==> config.mk <==
export PLATFORM = sky130hd
export DESIGN_NAME = gcd_lcm_unit_core
export DESIGN_NICKNAME = d
export VERILOG_FILES = /design/src/rtl/gcl_pkg.sv /design/src/rtl/gcl_addsub.sv /design/src/rtl/gcd_lcm_unit_core.sv
export SDC_FILE = /design/constraint.sdc
export NUM_CORES = 1
export LEC_CHECK = 0
export BUFFER_PORTS_ARGS = -buffer_cell sky130_fd_sc_hd__clkbuf_2
export CORE_MARGIN = 5
export CORE_UTILIZATION = 56
export CTS_BUF_LIST = sky130_fd_sc_hd__clkbuf_4
export DETAILED_ROUTE_END_ITERATION = 16
export GPL_TIMING_DRIVEN = 0
export PLACE_DENSITY = 0.78
export SLEW_MARGIN = 20
export SYNTH_ARGS = -nofsm -noshare
export SYNTH_HDL_FRONTEND = slang
export SYNTH_SLANG_ARGS = --single-unit
export TNS_END_PERCENT = 100
==> constraint.sdc <==
create_clock -name i_clk -period 6.9 [get_ports i_clk]
set_input_delay 0 -clock i_clk [delete_from_list [all_inputs] [get_ports i_clk]]
set_output_delay 0 -clock i_clk [all_outputs]
set_load 0.01 [all_outputs]
==> src/rtl/gcl_pkg.sv <==
package gcl_pkg;

    // Default operand width and the fixed width of the answer field.
    localparam int OPERAND_WIDTH_DEF = 31;
    localparam int ANSWER_WIDTH      = 62;

endpackage

==> src/rtl/gcl_addsub.sv <==
module gcl_addsub #(
    parameter int WIDTH = 32
) (
    input  logic [WIDTH-1:0] i_x,
    input  logic [WIDTH-1:0] i_y,
    input  logic             i_sub,
    output logic [WIDTH-1:0] o_sum,
    output logic             o_carry
);

    logic [WIDTH-1:0] w_y;

    // For a subtraction the carry out is set when i_x >= i_y.
    assign w_y = i_sub ? ~i_y : i_y;
    assign {o_carry, o_sum} = {1'b0, i_x} + {1'b0, w_y} + (WIDTH+1)'(i_sub);

endmodule

==> src/rtl/gcd_lcm_unit_core.sv <==
// GCD / LCM unit. A transaction is taken when start is high and busy is low;
// busy then stays high until the answer is ready. The answer appears on
// o_answer for exactly one cycle, flagged by o_done, and must be captured in
// that cycle since the unit cannot be stalled. A zero operand gives an answer
// of 0 in the cycle after start, with busy never raised. Otherwise all work
// runs through one shared adder/subtractor of OPERAND_WIDTH+1 bits: binary
// GCD (shifts, swaps and subtractions), then restoring the common power of
// two, and for an LCM a serial divide by the GCD and a shift-add multiply.
// Busy drops in the same cycle that o_done is shown.
module gcd_lcm_unit_core
    import gcl_pkg::*;
#(
    parameter int OPERAND_WIDTH = OPERAND_WIDTH_DEF
) (
    input  logic                     i_clk,
    input  logic                     i_rst_n,
    input  logic                     start,
    output logic                     busy,
    input  logic [OPERAND_WIDTH-1:0] i_first_value,
    input  logic [OPERAND_WIDTH-1:0] i_second_value,
    input  logic                     i_action,
    output logic                     o_done,
    output logic [ANSWER_WIDTH-1:0]  o_answer
);

    localparam int W  = OPERAND_WIDTH;
    localparam int CW = $clog2(OPERAND_WIDTH + 1);

    typedef enum logic [2:0] {
        S_IDLE,
        S_TWOS,
        S_ODDA,
        S_EUCL,
        S_SHL,
        S_DIV,
        S_MUL
    } t_state;

    t_state                  r_state, n_state;
    logic [W-1:0]            r_a, n_a;
    logic [W-1:0]            r_b, n_b;
    logic [W-1:0]            r_first, n_first;
    logic [W-1:0]            r_second, n_second;
    logic                    r_lcm, n_lcm;
    logic [CW-1:0]           r_twos, n_twos;
    logic [CW-1:0]           r_cnt, n_cnt;
    logic                    r_done, n_done;
    logic [ANSWER_WIDTH-1:0] r_answer, n_answer;

    logic [W:0]              w_x, w_y, w_sum;
    logic                    w_sub, w_carry;
    logic [W:0]              w_hi;
    logic [2*W-1:0]          w_prod;
    logic [ANSWER_WIDTH-1:0] w_prod_ans, w_gcd_ans;

    gcl_addsub #(
        .WIDTH(W + 1)
    ) u_addsub (
        .i_x    (w_x),
        .i_y    (w_y),
        .i_sub  (w_sub),
        .o_sum  (w_sum),
        .o_carry(w_carry)
    );

    // Operand selection for the shared adder.
    always_comb begin
        w_x   = {1'b0, r_b};
        w_y   = {1'b0, r_a};
        w_sub = 1'b1;
        case (r_state)
            S_DIV: begin
                w_x = {r_b, r_first[W-1]};
            end
            S_MUL: begin
                w_y   = {1'b0, r_second};
                w_sub = 1'b0;
            end
            default: begin
            end
        endcase
    end

    // Multiply step: add the multiplicand when the low multiplier bit is set.
    assign w_hi   = r_first[0] ? w_sum : {1'b0, r_b};
    assign w_prod = {w_hi, r_first[W-1:1]};

    generate
        if (2 * W >= ANSWER_WIDTH) begin : g_trunc
            assign w_prod_ans = w_prod[ANSWER_WIDTH-1:0];
        end else begin : g_ext
            assign w_prod_ans = {{(ANSWER_WIDTH - 2 * W){1'b0}}, w_prod};
        end
    endgenerate

    assign w_gcd_ans = {{(ANSWER_WIDTH - W){1'b0}}, r_a};

    always_comb begin
        n_state  = r_state;
        n_a      = r_a;
        n_b      = r_b;
        n_first  = r_first;
        n_second = r_second;
        n_lcm    = r_lcm;
        n_twos   = r_twos;
        n_cnt    = r_cnt;
        n_done   = 1'b0;
        n_answer = r_answer;
        case (r_state)
            S_IDLE: begin
                if (start) begin
                    n_a      = i_first_value;
                    n_b      = i_second_value;
                    n_first  = i_first_value;
                    n_second = i_second_value;
                    n_lcm    = i_action;
                    n_twos   = '0;
                    if (i_first_value == '0 || i_second_value == '0) begin
                        n_done   = 1'b1;
                        n_answer = '0;
                    end else begin
                        n_state = S_TWOS;
                    end
                end
            end
            S_TWOS: begin
                if (!(r_a[0] | r_b[0])) begin
                    n_a    = r_a >> 1;
                    n_b    = r_b >> 1;
                    n_twos = r_twos + CW'(1);
                end else begin
                    n_state = S_ODDA;
                end
            end
            S_ODDA: begin
                if (!r_a[0]) begin
                    n_a = r_a >> 1;
                end else begin
                    n_state = S_EUCL;
                end
            end
            S_EUCL: begin
                if (r_b == '0) begin
                    n_state = S_SHL;
                end else if (!r_b[0]) begin
                    n_b = r_b >> 1;
                end else if (w_carry) begin
                    n_b = w_sum[W-1:0];
                end else begin
                    // Swap so that the smaller odd value sits in r_a.
                    n_a = r_b;
                    n_b = r_a;
                end
            end
            S_SHL: begin
                if (r_twos != '0) begin
                    n_a    = r_a << 1;
                    n_twos = r_twos - CW'(1);
                end else if (!r_lcm) begin
                    n_done   = 1'b1;
                    n_answer = w_gcd_ans;
                    n_state  = S_IDLE;
                end else begin
                    n_b     = '0;
                    n_cnt   = CW'(W);
                    n_state = S_DIV;
                end
            end
            S_DIV: begin
                // Restoring division of r_first by the GCD in r_a.
                n_b     = w_carry ? w_sum[W-1:0] : w_x[W-1:0];
                n_first = {r_first[W-2:0], w_carry};
                n_cnt   = r_cnt - CW'(1);
                if (r_cnt == CW'(1)) begin
                    n_b     = '0;
                    n_cnt   = CW'(W);
                    n_state = S_MUL;
                end
            end
            S_MUL: begin
                n_b     = w_hi[W:1];
                n_first = {w_hi[0], r_first[W-1:1]};
                n_cnt   = r_cnt - CW'(1);
                if (r_cnt == CW'(1)) begin
                    n_done   = 1'b1;
                    n_answer = w_prod_ans;
                    n_state  = S_IDLE;
                end
            end
            default: begin
                n_state = S_IDLE;
            end
        endcase
    end

    always_ff @(posedge i_clk) begin
        if (!i_rst_n) begin
            r_state <= S_IDLE;
            r_done  <= 1'b0;
        end else begin
            r_state <= n_state;
            r_done  <= n_done;
        end
        r_a      <= n_a;
        r_b      <= n_b;
        r_first  <= n_first;
        r_second <= n_second;
        r_lcm    <= n_lcm;
        r_twos   <= n_twos;
        r_cnt    <= n_cnt;
        r_answer <= n_answer;
    end

    assign busy     = (r_state != S_IDLE);
    assign o_done   = r_done;
    assign o_answer = r_answer;

endmodule

# ---- Yosys cells after proc, flatten, opt, wreduce, memory -nomap -nowiden
# Index checks and enable logic that the tools add are counted.
dict set report op_classes {
  add_sub_neg 5
  n_eq_ne 24
  n_mux 54
  n_bitwise 2
  n_reduce_logical 22
}
# cell count
set op_table {}
lappend op_table {{$mux W31} 17}
lappend op_table {{$mux W62} 5}
lappend op_table {{$pmux W31 S6} 1}
lappend op_table {{$pmux W62 S3} 1}
lappend op_table {{$pmux W31 S5} 1}
lappend op_table {{$mux W32} 3}
lappend op_table {{$logic_not A31 Y1} 3}
lappend op_table {{$pmux W31 S3} 1}
lappend op_table {{$ne A2 B2 Y1 const B} 17}
lappend op_table {{$add A32 B32 Y33} 1}
lappend op_table {{$add A33 B1 Y33} 1}
lappend op_table {{$not A31 Y32} 1}
lappend op_table {{$mux W5} 6}
lappend op_table {{$pmux W5 S3} 2}
lappend op_table {{$mux W3} 9}
lappend op_table {{$pmux W3 S7} 1}
lappend op_table {{$reduce_and A8 Y1} 2}
lappend op_table {{$reduce_bool A3 Y1} 5}
lappend op_table {{$reduce_and A6 Y1} 2}
lappend op_table {{$reduce_bool A5 Y1} 2}
lappend op_table {{$sub A5 B1 Y5 const B} 2}
lappend op_table {{$eq A3 B3 Y1 const B} 3}
lappend op_table {{$reduce_and A7 Y1} 1}
lappend op_table {{$eq A3 B2 Y1 const B} 2}
lappend op_table {{12 further kinds} 18}
dict set report totals {
  ff_bits 201
  elab_cells 118
}

# ---- Logic depth before layout (Yosys ltp)
dict set report depth {
  depth_word 10
  ltp_mapped 22
  depth_no_buf 15
}

# ---- Hierarchy
# From an unflattened synthesis, not the netlist that was laid out.
dict set report unflattened {
  cells_unflattened 1602
  hier_area_um2 14263.7
}
# module n_inst cells_each area_each_um2 seq_area_each_um2
set modules_own_cells {}
lappend modules_own_cells {gcd_lcm_unit_core 1 1307 12155.4 5995.8}
lappend modules_own_cells {gcl_addsub 1 295 2108.3 0.0}

# ---- Least setup slack after synthesis
# No wires, ideal clock.
dict set report synth_path {
  path_kind {register -> register}
  from {reg r_twos[0]}
  to {reg r_done (netlist: o_done)}
  setup_time_ns 0.081
  arrival_time_ns 6.347
  t_required_ns 6.819
  path_slack_ns 0.472
  path_stages_with_launch 6
  path_buffers 0
  cell_sequence {edfxtp_1 -> or4_1 -> nor3_1 -> o31a_1 -> nor3b_1 -> o2111a_1}
}
dict set report synth_via {
  elab_chain_cells 3
}
# element line
set synth_lines {}
lappend synth_lines {{start: declaration} gcd_lcm_unit_core.sv:45} ;# logic [CW-1:0] r_twos, n_twos;
lappend synth_lines {{start signal: assignment} gcd_lcm_unit_core.sv:209} ;# r_twos <= n_twos;
lappend synth_lines {{$reduce_bool A5 Y1} gcd_lcm_unit_core.sv:156} ;# if (r_twos != '0) begin
lappend synth_lines {{$mux W1} gcd_lcm_unit_core.sv:156}
lappend synth_lines {{$pmux W1 S3} gcd_lcm_unit_core.sv:109} ;# case (r_state)
lappend synth_lines {{end signal: assignment} gcd_lcm_unit_core.sv:202} ;# r_done <= n_done;
lappend synth_lines {{end: declaration} gcd_lcm_unit_core.sv:47} ;# logic r_done, n_done;
# Every way passes these cells.
# A chain may end at the register's enable or synchronous reset.

# ---- Worst setup path after layout
dict set report layout_path {
  from {reg r_state[2]}
  to {reg r_a[22] (enable)}
}
dict set report layout_via {
  elab_chain_cells 8
  word_cells_on_any_way 23
  cone_classes {add/sub: 2; eq/ne: 13; mux: 4; bitwise: 1; reduce/logical: 3}
}
# element line
set layout_lines {}
lappend layout_lines {{start: declaration} gcd_lcm_unit_core.sv:39} ;# t_state r_state, n_state;
lappend layout_lines {{start signal: assignment} gcd_lcm_unit_core.sv:201} ;# r_state <= n_state;
lappend layout_lines {{$eq A3 B3 Y1} gcd_lcm_unit_core.sv:71} ;# case (r_state)
lappend layout_lines {{$mux W31} gcd_lcm_unit_core.sv:71}
lappend layout_lines {{$not A31 Y32} gcl_addsub.sv:14} ;# assign w_y = i_sub ? ~i_y : i_y;
lappend layout_lines {{$mux W32} gcl_addsub.sv:14}
lappend layout_lines {{$add A32 B32 Y33} gcl_addsub.sv:15} ;# assign {o_carry, o_sum} = {1'b0, i_x} + {1'b0, w_y} + (WIDTH+1)'(i_sub);
lappend layout_lines {{$add A33 B1 Y33} gcl_addsub.sv:15}
lappend layout_lines {{$ne A2 B2 Y1 (no source line)} n/a}
lappend layout_lines {{$reduce_and A8 Y1 (no source line) (*)} n/a}
lappend layout_lines {{end signal: assignment} gcd_lcm_unit_core.sv:204} ;# r_a <= n_a;
lappend layout_lines {{end: declaration} gcd_lcm_unit_core.sv:40} ;# logic [W-1:0] r_a, n_a;
# Every way passes the cells marked *; elsewhere a longest branch is shown, timed or not.

==> results.md <==
* Synth-to-layout area growth at 19.0%
* P_sw at roughly 4.0 mW
* CP max-delay cell: clkbuf_1
* CP Max Fanout at 22
* Worst EP arrival at between 7 and 8 ns
* Slew Limit Fails at 0
* Commonest cells in the synthesized netlist: nand2_1, edfxtp_1, a21oi_1
* Most frequent cell after synthesis: nand2_1
* Kind of critical path: flip-flop to flip-flop
* Vias at between 10000 and 15000
* Yosys top cell by area: edfxtp_1
* Final clock skew at between 0.03 and 0.04 ns
* Synth area leaders: edfxtp_1, a21oi_1, nand2_1
* Peak supply drop at approximately 0.35 mV
* Design Area, Final at ~0.015 mm²
* Initial cell density of the core at 0.568
* Slew @ Worst Pin at between 1 and 1.5 ns
* Share of cells above drive strength 1 at 0.149
* Initial antenna violation count at 2
* Synth Cell Area at around 0.013 mm²
* Die ar. at about 0.026 mm²
* Unrepaired setup endpoints after global routing: false
* Die height at roughly 160 µm
* Data required time of the critical path at between 7 and 8 ns
* Mean area per synthesized cell at a little over 9 µm²
* Setup_tns at 0 ns
* Clock sink count at around 200
* Fin crit share at 0.979
* PD cells at 517 mW/mm²
* Cts bufs inserted at 55
* Main synth FF type: edfxtp_1
* Hold Path Class: input port to flip-flop
* I/O pin count at 130
* Die width at ~160 µm
* Warnings, synthesis at 0
* Int Pwr at 3.86 mW
* Detailed placement HPWL at between 30000 and 40000 µm
* Synth Register Bits at 201
* Routed WL at 50700 µm
* Max cap viols at 0
* Number of flops mapped to enable cells by yosys at 197
* CP Capture Type: flip-flop
* Cells after Synth at 1401
* Core ar. at approximately 0.023 mm²
* IO Port Bufs at approximately 130
* Drt first pass iters at 6
* Fmax at 148 MHz
* P_leak at 5.77 nW
* Global placement routability congestion at between 1 and 1.5
* Root Buffer: clkbuf_4
* Clk_lat worst skew at ~0.73 ns
* Final ANT Viol Nets at 0
* Switching Fraction at 0.512
* Async SR Flop Fraction at 0
* # setup viols final at 0
* Fin. Hold Viols at 0
* Largest net degree at the start of global routing at 32
* Clk buf depth at 3
* Power share of the combinational group at 0.562
* Yosys top cell area share at 0.460
* Layout fillers at between 1500 and 2000
* Post-CTS sizing at 0
* All-Layer GR Usage at 0.376
* Gr ovfl total at 0
* Wire length per cell at around 26 µm
* Status: completed
* Startpoint Class: flip-flop
* Post-placement cell area at between 0.01 and 0.015 mm²
* Worst stage delay on the critical path at between 0.7 and 0.8 ns
* Vias in the first global route at 13000
* Sequential power share at 0.308
* Syn nets at 1504
* Fin nets at approximately 1800
* DRC errors left at 0
* DR iter-0 viols at about 2100
* Post-CTS Setup Bufs at 0
* Sequential-to-total area share from yosys stat at 0.466
* Final core occ at 0.676
* Clock-pin slew of the registers on the worst-case setup and hold paths at about 0.08 ns
* Slew headroom at 0.183
* H-tree depth at 2
* Clock share of power at 0.130
* CTS tree: built
* Distinct cells, synth at 84
* Row Count at 55
* CP Cell Sequence: clkbuf_1 > inv_1 > nor3_2 > clkbuf_1 > buf_1 > o21ai_0 > fa_1 > a21o_4 > a21oi_4 > o21a_1 > a21oi_1 > a31o_2 > a21o_1 > buf_2 > o21ai_0 > nand3_1 > a31oi_4 > buf_16
* Via density at a little under 7
* First-pass GRT wire length at around 76000 µm
* Final min period at approximately 6.8 ns
-- registers in the layout (all words and copies together), names as in the netlist --
name,count
r_first,31
o_done,1
r_lcm,1
r_state,3
r_a,31
r_cnt,5
o_answer,62
r_second,31
r_twos,5
r_b,31
-- through the flow --
stage | total power, mW | hold WS (ns) | setup slack, ns | std cells
global placement | 6.54 | 0.180 | -2.20 | 1815
CTS | 7.71 | 0.0314 | 0.532 | 1984
finish | 7.91 | 0.0574 | 0.145 | 1985
floorplan | 5.16 | 0.0989 | 0.472 | 1401
global route | 8.30 | 0.0603 | 0.0655 | 1985
detailed placement | 6.65 | 0.179 | 0.533 | 1824
-- repair_timing --
action                     in CTS  in global routing
setup endpoints to repair       0                  0
hold endpoints to repair      138                  0
hold buffers                   66                  0
-- worst paths after layout --
kind | cells past startpoint | slack (ns) | startpoint | end
setup / recovery | 18 | 0.14 | r_state[2] | r_a[22]
hold / removal | 2 | 0.06 | i_second_value[3] | r_second[3]
hold reg to reg | 2 | 0.60 | r_cnt[4] | r_cnt[4]
setup reg to reg | 18 | 0.14 | r_state[2] | r_a[22]
-- placed cells by master, fill, tap and decap left out, types with 5 or more instances in the layout --
master           n
nor2_1         173
a221oi_1        17
nor4_1          21
a21o_1          17
nor2b_1          6
clkinv_1        15
a22o_1          30
dlygate4sd3_1   66
buf_1           16
o21ai_1          6
clkbuf_1        76
clkbuf_4        72
clkbuf_2       129
o21ai_0         59
a32oi_1         28
xor2_1          18
a211oi_1        10
o211ai_1        16
nand3b_1         7
and2_1          10
buf_2            8
nand3_1          9
mux2i_1         22
o22ai_1         60
edfxtp_1       197
nor3_1           9
nand2_1        209
a21oi_1        176
ha_1            35
and3_1           5
a22oi_1          6
or3_1            9
inv_1           24
clkinv_2         5
nand4_1         13
buf_4            6
xnor2_1         16
-- power groups by stage --
stage          combinational (mW)  sequential, mW  clock [mW]
6_report                     4.44            2.44        1.03
5_1_grt                      4.78            2.42        1.10
4_1_cts                      4.29            2.38        1.03
3_5_place_dp                 4.24            2.41           0
3_3_place_gp                 4.12            2.43           0
2_1_floorplan                3.04            2.12           0
-- final cells by class --
cell class	count	area [µm²]	area share
Clock buffer	72	541	0.0353
Inverter	25	93.8	0.00613
Timing Repair Buffer	204	1420	0.0928
Buffer	101	397	0.0259
Sequential cell	201	6000	0.392
Clock inverter	22	96.3	0.00630
Tap cell	285	357	0.0233
Multi-Input combinational cell	1074	6400	0.418
Antenna cell	1	2.50	0.000164
-- cell families (layout without fill, tap and decap cells) --
logic type | count (synthesis) | after routing | synth area share
flip-flops | 201 | 201 | 0.466
adder cells (fa/ha/maj) | 38 | 38 | 0.0380
XOR/XNOR | 34 | 34 | 0.0232
buffers and inverters | 126 | 424 | 0.0382
multiplexers | 24 | 24 | 0.0198
other | 0 | 1 | 0
AND/OR/NAND/NOR | 491 | 491 | 0.166
AO/OA/AOI/OAI | 487 | 487 | 0.249
-- critical path: cells and delay by family, from the launching register on --
family	cells	cell delay, ns
flops	1	0.31
compound gates	9	2.33
simple gates	2	0.77
buf+inv	6	2.50
fa+ha+maj	1	0.50
-- routing by layer --
| layer | wire [µm] | GRT usage | vias up |
|---|---|---|---|
| met2 | 22000 | 0.562 | 1209 |
| li1 | - | - | 5864 |
| met3 | 6820 | 0.0888 | 238 |
| met5 | 12 | 0 | - |
| met1 | 19000 | 0.511 | 6339 |
| met4 | 2910 | 0.197 | 2 |
Power figures use the tool's default switching activity.
